[config.mk]
export PLATFORM = sky130hd
export DESIGN_NAME = adaptive_tdc_joint_torque
export DESIGN_NICKNAME = d
export VERILOG_FILES = /design/src/rtl/atdc_pkg.sv /design/src/rtl/atdc_mul.sv /design/src/rtl/atdc_cfg.sv /design/src/rtl/adaptive_tdc_joint_torque.sv
export SDC_FILE = /design/constraint.sdc
export NUM_CORES = 2
export LEC_CHECK = 0
export BUFFER_PORTS_ARGS = -buffer_cell sky130_fd_sc_hd__buf_2
export CORE_MARGIN = 3
export CORE_UTILIZATION = 65
export DETAILED_ROUTE_END_ITERATION = 8
export PLACE_DENSITY_LB_ADDON = 0.3
export SYNTH_ARGS = -nofsm -noshare
export SYNTH_HDL_FRONTEND = slang
export SYNTH_SLANG_ARGS = --single-unit
[constraint.sdc]
create_clock -name clk -period 10.94 [get_ports clk]
set_input_delay 1.094 -clock clk [delete_from_list [all_inputs] [get_ports clk]]
set_output_delay 1.094 -clock clk [all_outputs]
set_load 0.02 [all_outputs]
[src/rtl/atdc_pkg.sv]
`default_nettype none

package atdc_pkg;

	// Configuration data width (widest register)
	localparam int unsigned CFG_W = 31;
	localparam int unsigned PERIOD_W = 17;

	// Lower bound of the inertia band, 0.001 in Q16.16
	localparam logic [31:0] DB_FLOOR = 32'd66;

	// Register reset values
	localparam logic [30:0] RST_GAIN_LAMBDA  = 31'd655360;
	localparam logic [30:0] RST_GAIN_ALPHA   = 31'd65536;
	localparam logic [30:0] RST_GAIN_OMEGA   = 31'd0;
	localparam logic [30:0] RST_MASS_INITIAL = 31'd6554;
	localparam logic [30:0] RST_MASS_CEILING = 31'd655360;
	localparam logic [16:0] RST_TICK_PERIOD  = 17'd66;
	localparam logic [30:0] RST_TICK_RATE    = 31'd65536000;

	// Register indexes
	typedef enum logic [2:0] {
		REG_GAIN_LAMBDA  = 3'd0,
		REG_GAIN_ALPHA   = 3'd1,
		REG_GAIN_OMEGA   = 3'd2,
		REG_MASS_INITIAL = 3'd3,
		REG_MASS_CEILING = 3'd4,
		REG_TICK_PERIOD  = 3'd5,
		REG_TICK_RATE    = 3'd6
	} reg_idx_t;

	typedef struct packed {
		logic [30:0] gain_lambda;
		logic [30:0] gain_alpha;
		logic [30:0] gain_omega;
		logic [30:0] mass_ceiling;
		logic [16:0] tick_period;
		logic [30:0] tick_rate;
	} cfg_regs_t;

	typedef struct packed {
		logic signed [31:0] pos_measured;
		logic signed [31:0] vel_measured;
		logic signed [31:0] pos_target;
		logic signed [31:0] vel_target;
		logic signed [31:0] acc_target;
	} in_t;

	typedef struct packed {
		logic signed [31:0] torque_out;
		logic signed [31:0] mass_estimate;
	} out_t;

	typedef enum logic {
		S_IDLE,
		S_RUN
	} state_t;

	// Sequencer steps, one per cycle; the last step holds while an earlier result is still stalled
	typedef enum logic [3:0] {
		ST_LE     = 4'd0,
		ST_LL     = 4'd1,
		ST_ACC    = 4'd2,
		ST_AO     = 4'd3,
		ST_AS     = 4'd4,
		ST_LLED   = 4'd5,
		ST_AS2    = 4'd6,
		ST_AOE    = 4'd7,
		ST_RATE   = 4'd8,
		ST_PR     = 4'd9,
		ST_EST    = 4'd10,
		ST_EA     = 4'd11,
		ST_EDED   = 4'd12,
		ST_TORQUE = 4'd13
	} step_t;

endpackage

`default_nettype wire

[src/rtl/atdc_mul.sv]
`default_nettype none

module atdc_mul
	import atdc_pkg::*;
(
	input  wire logic        clk,
	input  wire logic        en,
	input  wire logic [31:0] a,
	input  wire logic [31:0] b,
	output logic      [31:0] p_q
);

	logic signed [63:0] prod;

	// Full signed product; floor shift by 16 keeps bits 47:16
	assign prod = $signed(a) * $signed(b);

	// Capture product only on multiply steps
	always_ff @(posedge clk) begin
		if (en) begin
			p_q <= prod[47:16];
		end
	end

endmodule

`default_nettype wire

[src/rtl/atdc_cfg.sv]
`default_nettype none

module atdc_cfg
	import atdc_pkg::*;
(
	input  wire logic             clk,
	input  wire logic             arst_n,
	input  wire logic             cfg_we,
	input  wire logic [2:0]       cfg_index,
	input  wire logic [CFG_W-1:0] cfg_data,
	output cfg_regs_t             regs
);

	cfg_regs_t regs_q;

	assign regs = regs_q;

	// Register file; writes to unused indexes are dropped
	always_ff @(posedge clk or negedge arst_n) begin
		if (!arst_n) begin
			regs_q.gain_lambda  <= RST_GAIN_LAMBDA;
			regs_q.gain_alpha   <= RST_GAIN_ALPHA;
			regs_q.gain_omega   <= RST_GAIN_OMEGA;
			regs_q.mass_ceiling <= RST_MASS_CEILING;
			regs_q.tick_period  <= RST_TICK_PERIOD;
			regs_q.tick_rate    <= RST_TICK_RATE;
		end else if (cfg_we) begin
			case (cfg_index)
				REG_GAIN_LAMBDA:  regs_q.gain_lambda  <= cfg_data;
				REG_GAIN_ALPHA:   regs_q.gain_alpha   <= cfg_data;
				REG_GAIN_OMEGA:   regs_q.gain_omega   <= cfg_data;
				REG_MASS_CEILING: regs_q.mass_ceiling <= cfg_data;
				REG_TICK_PERIOD:  regs_q.tick_period  <= cfg_data[PERIOD_W-1:0];
				REG_TICK_RATE:    regs_q.tick_rate    <= cfg_data;
				default: ;
			endcase
		end
	end

endmodule

`default_nettype wire

[src/rtl/adaptive_tdc_joint_torque.sv]
`default_nettype none

// Channel   Direction  Handshake            Payload
// in        input      in_valid/in_stall    in_data   (in_t)
// out       output     out_valid/out_stall  out_data  (out_t)
// cfg       input      cfg_we               cfg_index, cfg_data
//
// An item is taken in a transfer cycle and then runs 14 sequencer steps, eleven of
// them on the single shared 32x32 multiplier. in_stall is high while an item runs.
// The result sits in an output register; the last step holds while an earlier
// result is still stalled. Reset loads the inertia estimate from mass_initial and
// clears rate, last torque and last velocity.

module adaptive_tdc_joint_torque
	import atdc_pkg::*;
(
	input  wire logic             clk,
	input  wire logic             arst_n,
	input  wire logic             cfg_we,
	input  wire logic [2:0]       cfg_index,
	input  wire logic [CFG_W-1:0] cfg_data,
	input  wire logic             in_valid,
	output logic                  in_stall,
	input  wire in_t              in_data,
	output logic                  out_valid,
	input  wire logic             out_stall,
	output out_t                  out_data
);

	cfg_regs_t regs;
	state_t    state_q, state_d;
	step_t     step_q;

	logic in_xfer, finish;

	// Tick state
	logic [31:0] est_q, rate_q, torque_prev_q, vel_prev_q;
	// Per-item operands and intermediates
	logic [31:0] e_q, ed_q, dv_q, acc_t_q, vel_m_q;
	logic [31:0] le_q, ll_q, s_q, acc_q, ao_q, as_q, lled_q, ded_q;

	// Multiplier
	logic        mul_en;
	logic [31:0] mul_a, mul_b, p_q;

	// Clamp and band logic
	logic        in_band;
	logic [31:0] est_lo, est_clamped;
	logic [31:0] ceil_ext;

	logic        out_valid_q;
	out_t        out_q;

	atdc_cfg u_cfg (
		.clk       (clk),
		.arst_n    (arst_n),
		.cfg_we    (cfg_we),
		.cfg_index (cfg_index),
		.cfg_data  (cfg_data),
		.regs      (regs)
	);

	atdc_mul u_mul (
		.clk (clk),
		.en  (mul_en),
		.a   (mul_a),
		.b   (mul_b),
		.p_q (p_q)
	);

	assign in_xfer   = in_valid && !in_stall;
	assign out_valid = out_valid_q;
	assign out_data  = out_q;

	// State register
	always_ff @(posedge clk or negedge arst_n) begin
		if (!arst_n) begin
			state_q <= S_IDLE;
		end else begin
			state_q <= state_d;
		end
	end

	// Next state and handshake
	always_comb begin
		state_d  = state_q;
		in_stall = (state_q != S_IDLE);
		finish   = 1'b0;
		case (state_q)
			S_IDLE: begin
				if (in_valid) begin
					state_d = S_RUN;
				end
			end
			S_RUN: begin
				if (step_q == ST_TORQUE && (!out_valid_q || !out_stall)) begin
					finish  = 1'b1;
					state_d = S_IDLE;
				end
			end
			default: state_d = S_IDLE;
		endcase
	end

	// Select multiplier operands per step
	always_comb begin
		mul_en = 1'b0;
		mul_a  = '0;
		mul_b  = '0;
		if (state_q == S_RUN) begin
			case (step_q)
				ST_LE: begin
					mul_en = 1'b1;
					mul_a  = {1'b0, regs.gain_lambda};
					mul_b  = e_q;
				end
				ST_LL: begin
					mul_en = 1'b1;
					mul_a  = {1'b0, regs.gain_lambda};
					mul_b  = {1'b0, regs.gain_lambda};
				end
				ST_ACC: begin
					mul_en = 1'b1;
					mul_a  = dv_q;
					mul_b  = {1'b0, regs.tick_rate};
				end
				ST_AO: begin
					mul_en = 1'b1;
					mul_a  = {1'b0, regs.gain_alpha};
					mul_b  = {1'b0, regs.gain_omega};
				end
				ST_AS: begin
					mul_en = 1'b1;
					mul_a  = {1'b0, regs.gain_alpha};
					mul_b  = s_q;
				end
				ST_LLED: begin
					mul_en = 1'b1;
					mul_a  = ll_q;
					mul_b  = ed_q;
				end
				ST_AS2: begin
					mul_en = 1'b1;
					mul_a  = as_q;
					mul_b  = s_q;
				end
				ST_AOE: begin
					mul_en = 1'b1;
					mul_a  = ao_q;
					mul_b  = est_q;
				end
				ST_PR: begin
					mul_en = 1'b1;
					mul_a  = {{(32-PERIOD_W){1'b0}}, regs.tick_period};
					mul_b  = rate_q;
				end
				ST_EA: begin
					mul_en = 1'b1;
					mul_a  = est_q;
					mul_b  = acc_q;
				end
				ST_EDED: begin
					mul_en = 1'b1;
					mul_a  = est_q;
					mul_b  = ded_q;
				end
				default: ;
			endcase
		end
	end

	// Band test on the estimate at tick start, then floor and ceiling clamps
	assign ceil_ext    = {1'b0, regs.mass_ceiling};
	assign in_band     = ($signed(est_q) > $signed(DB_FLOOR))
	                  && ($signed(est_q) < $signed(ceil_ext));
	assign est_lo      = ($signed(est_q) < $signed(DB_FLOOR)) ? DB_FLOOR : est_q;
	assign est_clamped = ($signed(est_lo) > $signed(ceil_ext)) ? (ceil_ext - DB_FLOOR)
	                                                           : est_lo;

	// Step counter
	always_ff @(posedge clk or negedge arst_n) begin
		if (!arst_n) begin
			step_q <= ST_LE;
		end else if (in_xfer) begin
			step_q <= ST_LE;
		end else if (state_q == S_RUN && step_q != ST_TORQUE) begin
			step_q <= step_t'(step_q + 4'd1);
		end
	end

	// Tick state: estimate, rate, last torque, last velocity
	always_ff @(posedge clk or negedge arst_n) begin
		if (!arst_n) begin
			est_q         <= {1'b0, RST_MASS_INITIAL};
			rate_q        <= '0;
			torque_prev_q <= '0;
			vel_prev_q    <= '0;
		end else if (cfg_we && cfg_index == REG_MASS_INITIAL) begin
			est_q <= {1'b0, cfg_data};
		end else if (state_q == S_RUN) begin
			case (step_q)
				ST_RATE: begin
					if (in_band) begin
						rate_q <= as_q - p_q;
					end
					est_q <= est_clamped;
				end
				ST_EST: est_q <= est_q + p_q;
				ST_TORQUE: begin
					if (finish) begin
						torque_prev_q <= p_q + torque_prev_q - acc_q;
						vel_prev_q    <= vel_m_q;
					end
				end
				default: ;
			endcase
		end
	end

	// Capture item operands on transfer and write back products
	always_ff @(posedge clk) begin
		if (in_xfer) begin
			e_q     <= in_data.pos_target - in_data.pos_measured;
			ed_q    <= in_data.vel_target - in_data.vel_measured;
			dv_q    <= in_data.vel_measured - vel_prev_q;
			acc_t_q <= in_data.acc_target;
			vel_m_q <= in_data.vel_measured;
		end else if (state_q == S_RUN) begin
			case (step_q)
				ST_LL:   le_q   <= p_q;
				ST_ACC: begin
					ll_q <= p_q;
					s_q  <= ed_q + le_q;
				end
				ST_AO:   acc_q  <= p_q;
				ST_AS:   ao_q   <= p_q;
				ST_LLED: as_q   <= p_q;
				ST_AS2:  lled_q <= p_q;
				// second product alpha*s*s replaces alpha*s
				ST_AOE:  as_q   <= p_q;
				ST_RATE: ded_q  <= acc_t_q + {le_q[30:0], 1'b0} + lled_q;
				// est*acc replaces acc for the torque sum
				ST_EDED: acc_q  <= p_q;
				default: ;
			endcase
		end
	end

	// Output register
	always_ff @(posedge clk or negedge arst_n) begin
		if (!arst_n) begin
			out_valid_q <= 1'b0;
		end else if (finish) begin
			out_valid_q <= 1'b1;
		end else if (!out_stall) begin
			out_valid_q <= 1'b0;
		end
	end

	always_ff @(posedge clk) begin
		if (finish) begin
			out_q.torque_out    <= p_q + torque_prev_q - acc_q;
			out_q.mass_estimate <= est_q;
		end
	end

endmodule

`default_nettype wire

==> impl_metrics.tcl <==
set metrics [dict create \
    status "finished clean" \
    ys_top_cells_by_area "fa_1 24%, edfxtp_1 20%, dfrtp_1 9.5%" \
    crit_top_cell "fa_1" \
    finalSetupViolCount 0 \
    fp.dieArea_um2 120000 \
    avgViaCountPerCell 6.58 \
    gp_congestion 1.09 \
    cts_buffers 83 \
    grt_first_pass_wirelength_um 409000 \
    seq_area_um2 23100 \
    cts_tree "yes" \
    ant_nets 0 \
    dr_wl_met2_um 112000 \
    fin_skew_ps 38.0 \
    yosysUniqueCellTypes 100 \
    nets 9429 \
    numPortBuffers 264 \
    yosysWarnings 0 \
    ys.flop_type "edfxtp_1" \
    fillers 8297 \
    yosysTopAreaCell "fa_1" \
    post_cts_resized 0 \
    post_cts_buffers 0 \
    worstPathArrival_ps 11160 \
    cts.sinks 818 \
    post-route-drc-count 0 \
    period_needed_ps 10740 \
    slowest_delay_ps 660 \
    rsz0062_at_grt "no" \
    first_global_vias 62624 \
    seq_area_frac_synth_pct 30.5 \
    postCtsHoldBufs 0 \
    die_h_um 347 \
    clk_latency_ps 690 \
    initial_core_util_pct 65.8 \
    instances_no_fill 9433 \
    relSlewSlack_pct 17.9 \
    num_io_pins 265 \
    clock-root-buffer "clkbuf_16" \
    grt_usage_pct 46.5 \
    antenna_found_initial 21 \
    multi_input_area_um2 47200 \
    core_um2 115000 \
    synth-seq-cells 818 \
    synth_area_per_cell_um2 10.1 \
    drive_gt1_share_pct 12.7 \
    netlist_instances 7472 \
    worst-path-buf-inv 7 \
    setup.worst_path.end_class "flip-flop" \
    wire_per_inst_um 29.5 \
    grt_max_degree 149 \
    slowest_stage "o21ai_1" \
    clockBufferDepth 3 \
    htree_num_levels 3 \
    synth_edf_count 512 \
    crit_fanout 16 \
    finalHoldViolations 0 \
    fmax_mhz 93.1 \
    tightest_slew_ps 1230 \
    grt_overflow 0 \
    wl_met1_um 101000 \
    die_w_um 347 \
    hpwl_um 223000 \
    placed_cells 9271 \
    setup_tns_ps 0 \
    num_vias 62074 \
    critical_path_class "flip-flop to flip-flop" \
    worstRegToRegCells 32 \
    wl_met3_um 45700 \
    period_share_pct 98.2 \
    synthesis.nets 9057 \
    synth_top_area_share_pct 24.0 \
    drt_wl_total_um 278000 \
    path_depth 32 \
    synth-async-reset-ratio_pct 37.4 \
    rows 124 \
    cts.reportedPaths.clkPinSlew_ps 70 \
    finalMaxSlewViolations 0 \
    areaGrowthSynthToFinish_pct 10.1 \
    drt_iter0_markers 9189 \
    highest_layer "met5" \
    hold_class "input port to async pin" \
    crit_family "adder cells" \
    maxCapViolations 0 \
    crit_path_start_kind "flip-flop" \
    dr.pass1.iters 9 \
    required_ps 11360 \
    syn_area_um2 75500 \
]
## path summary, 6_finish.rpt
kind	startpoint	endpoint	slack [ps]
min in group clk	vel_m_q[0]	vel_prev_q[0]	450
worst min register to register	vel_m_q[0]	vel_prev_q[0]	450
worst max-delay path	step_q[0]	u_mul.p_q[31]	200
max in group asynchronous	arst_n	in_stall	8820
worst max register to register	step_q[0]	u_mul.p_q[31]	200
worst min-delay path	arst_n	vel_prev_q[3]	380
## registers in the layout, summed over array words and instances (netlist names), 4 cells and up
name and cells:
acc_q 32, acc_t_q 32, ao_q 32, as_q 32
ded_q 32, dv_q 32, e_q 32, ed_q 32
est_q 32, le_q 32, ll_q 32, lled_q 32
out_data 64, rate_q 32, s_q 32, step_q 4
torque_prev_q 32, u_cfg.regs 172, u_mul.p_q 32, vel_m_q 32
vel_prev_q 32
## per-stage QoR
stage	util, %	setup WS, ps	hold slack, ps	area, um2
6_report	72.4	199	378	83200
5_1_grt	72.4	70.2	429	83200
4_1_cts	72.4	695	421	83200
3_5_place_dp	69.9	717	437	80200
3_3_place_gp	69.9	773	430	80200
2_1_floorplan	-	1570	415	75500
## cell type report
| class | count | area share, % |
|---|---|---|
| multi-input combinational | 5205 | 56.7 |
| sequential | 818 | 27.7 |
| inverter | 1158 | 5.23 |
| timing repair buffer | 578 | 4.50 |
| clock buffer | 109 | 2.80 |
| tap | 1512 | 2.27 |
| clock inverter | 47 | 0.728 |
| antenna | 6 | 0.0181 |
## synth_stat cells (67+ instances only)
cell and instances:
a21oi_1 246, nor2b_1 93, a22oi_1 102, fa_1 906, and3_1 76, mux2_2 178, nand2_1 804, nor2_1 601
clkbuf_1 227, nor3_1 76, edfxtp_1 512, ha_1 480, xor2_1 72, a21o_1 143, dfrtp_1 286, xnor2_1 232
nand3_1 92, o21ai_0 268, inv_1 1156, and2_1 67
## placed cells by master, fill, tap and decap left out, types with 18 or more instances in the layout
cell,synthesis,final
nand4_1,44,44
a31oi_1,24,24
xor2_1,72,72
xnor2_1,232,232
a21o_1,143,143
mux2i_1,29,29
o211ai_1,24,24
nand2_1,804,804
mux2_2,178,178
clkbuf_16,0,87
a222oi_1,30,30
nor2_1,601,597
nor3_1,76,72
a211o_1,28,28
nor4_1,19,18
a221o_1,22,22
a21oi_1,246,244
o21a_1,64,63
buf_2,35,263
o21bai_1,25,25
or3_1,25,25
a22oi_1,102,102
and3_1,76,75
fa_1,906,906
a22o_1,39,39
and2_1,67,64
buf_4,4,310
nand3_1,92,92
nor2b_1,93,92
dfrtp_1,286,283
or2_2,19,19
edfxtp_1,512,512
a221oi_1,34,34
o21ai_0,268,263
dfstp_2,20,20
inv_1,1156,1155
ha_1,480,480
nand2b_1,66,66
a211oi_1,59,48
## worst reg2reg max path, delay by kind of cell (launching register included)
kind	cells	cell delay, ps
adder cells (fa/ha/maj)	10	4740
flip-flops	1	420
AO/OA/AOI/OAI	9	2740
buffers and inverters	7	1210
XOR/XNOR	1	140
AND/OR/NAND/NOR	5	1260
## metal layers
layer / global-route usage [%] / vias to the layer above
met1: 62.6 / 30492
li1: - / 25607
met3: 18.6 / 963
met5: 1.14 / -
met2: 64.5 / 4988
met4: 25.4 / 24
## cells by family (layout without fill, tap and decap cells)
logic type / Yosys count / in the layout / share of synthesized area, %
XOR/XNOR: 307 / 307 / 3.60
AO/OA/AOI/OAI: 1259 / 1259 / 11.4
other: 0 / 6 / 0
adder cells (fa/ha/maj): 1386 / 1386 / 32.0
flip-flops: 818 / 818 / 30.5
AND/OR/NAND/NOR: 2045 / 2045 / 12.2
buffers and inverters: 1449 / 1892 / 7.29
multiplexers: 208 / 208 / 3.07
Power is left out: the tool's default activity adds up to more than one toggle a clock period on the data nets, which glitch-free logic cannot reach.
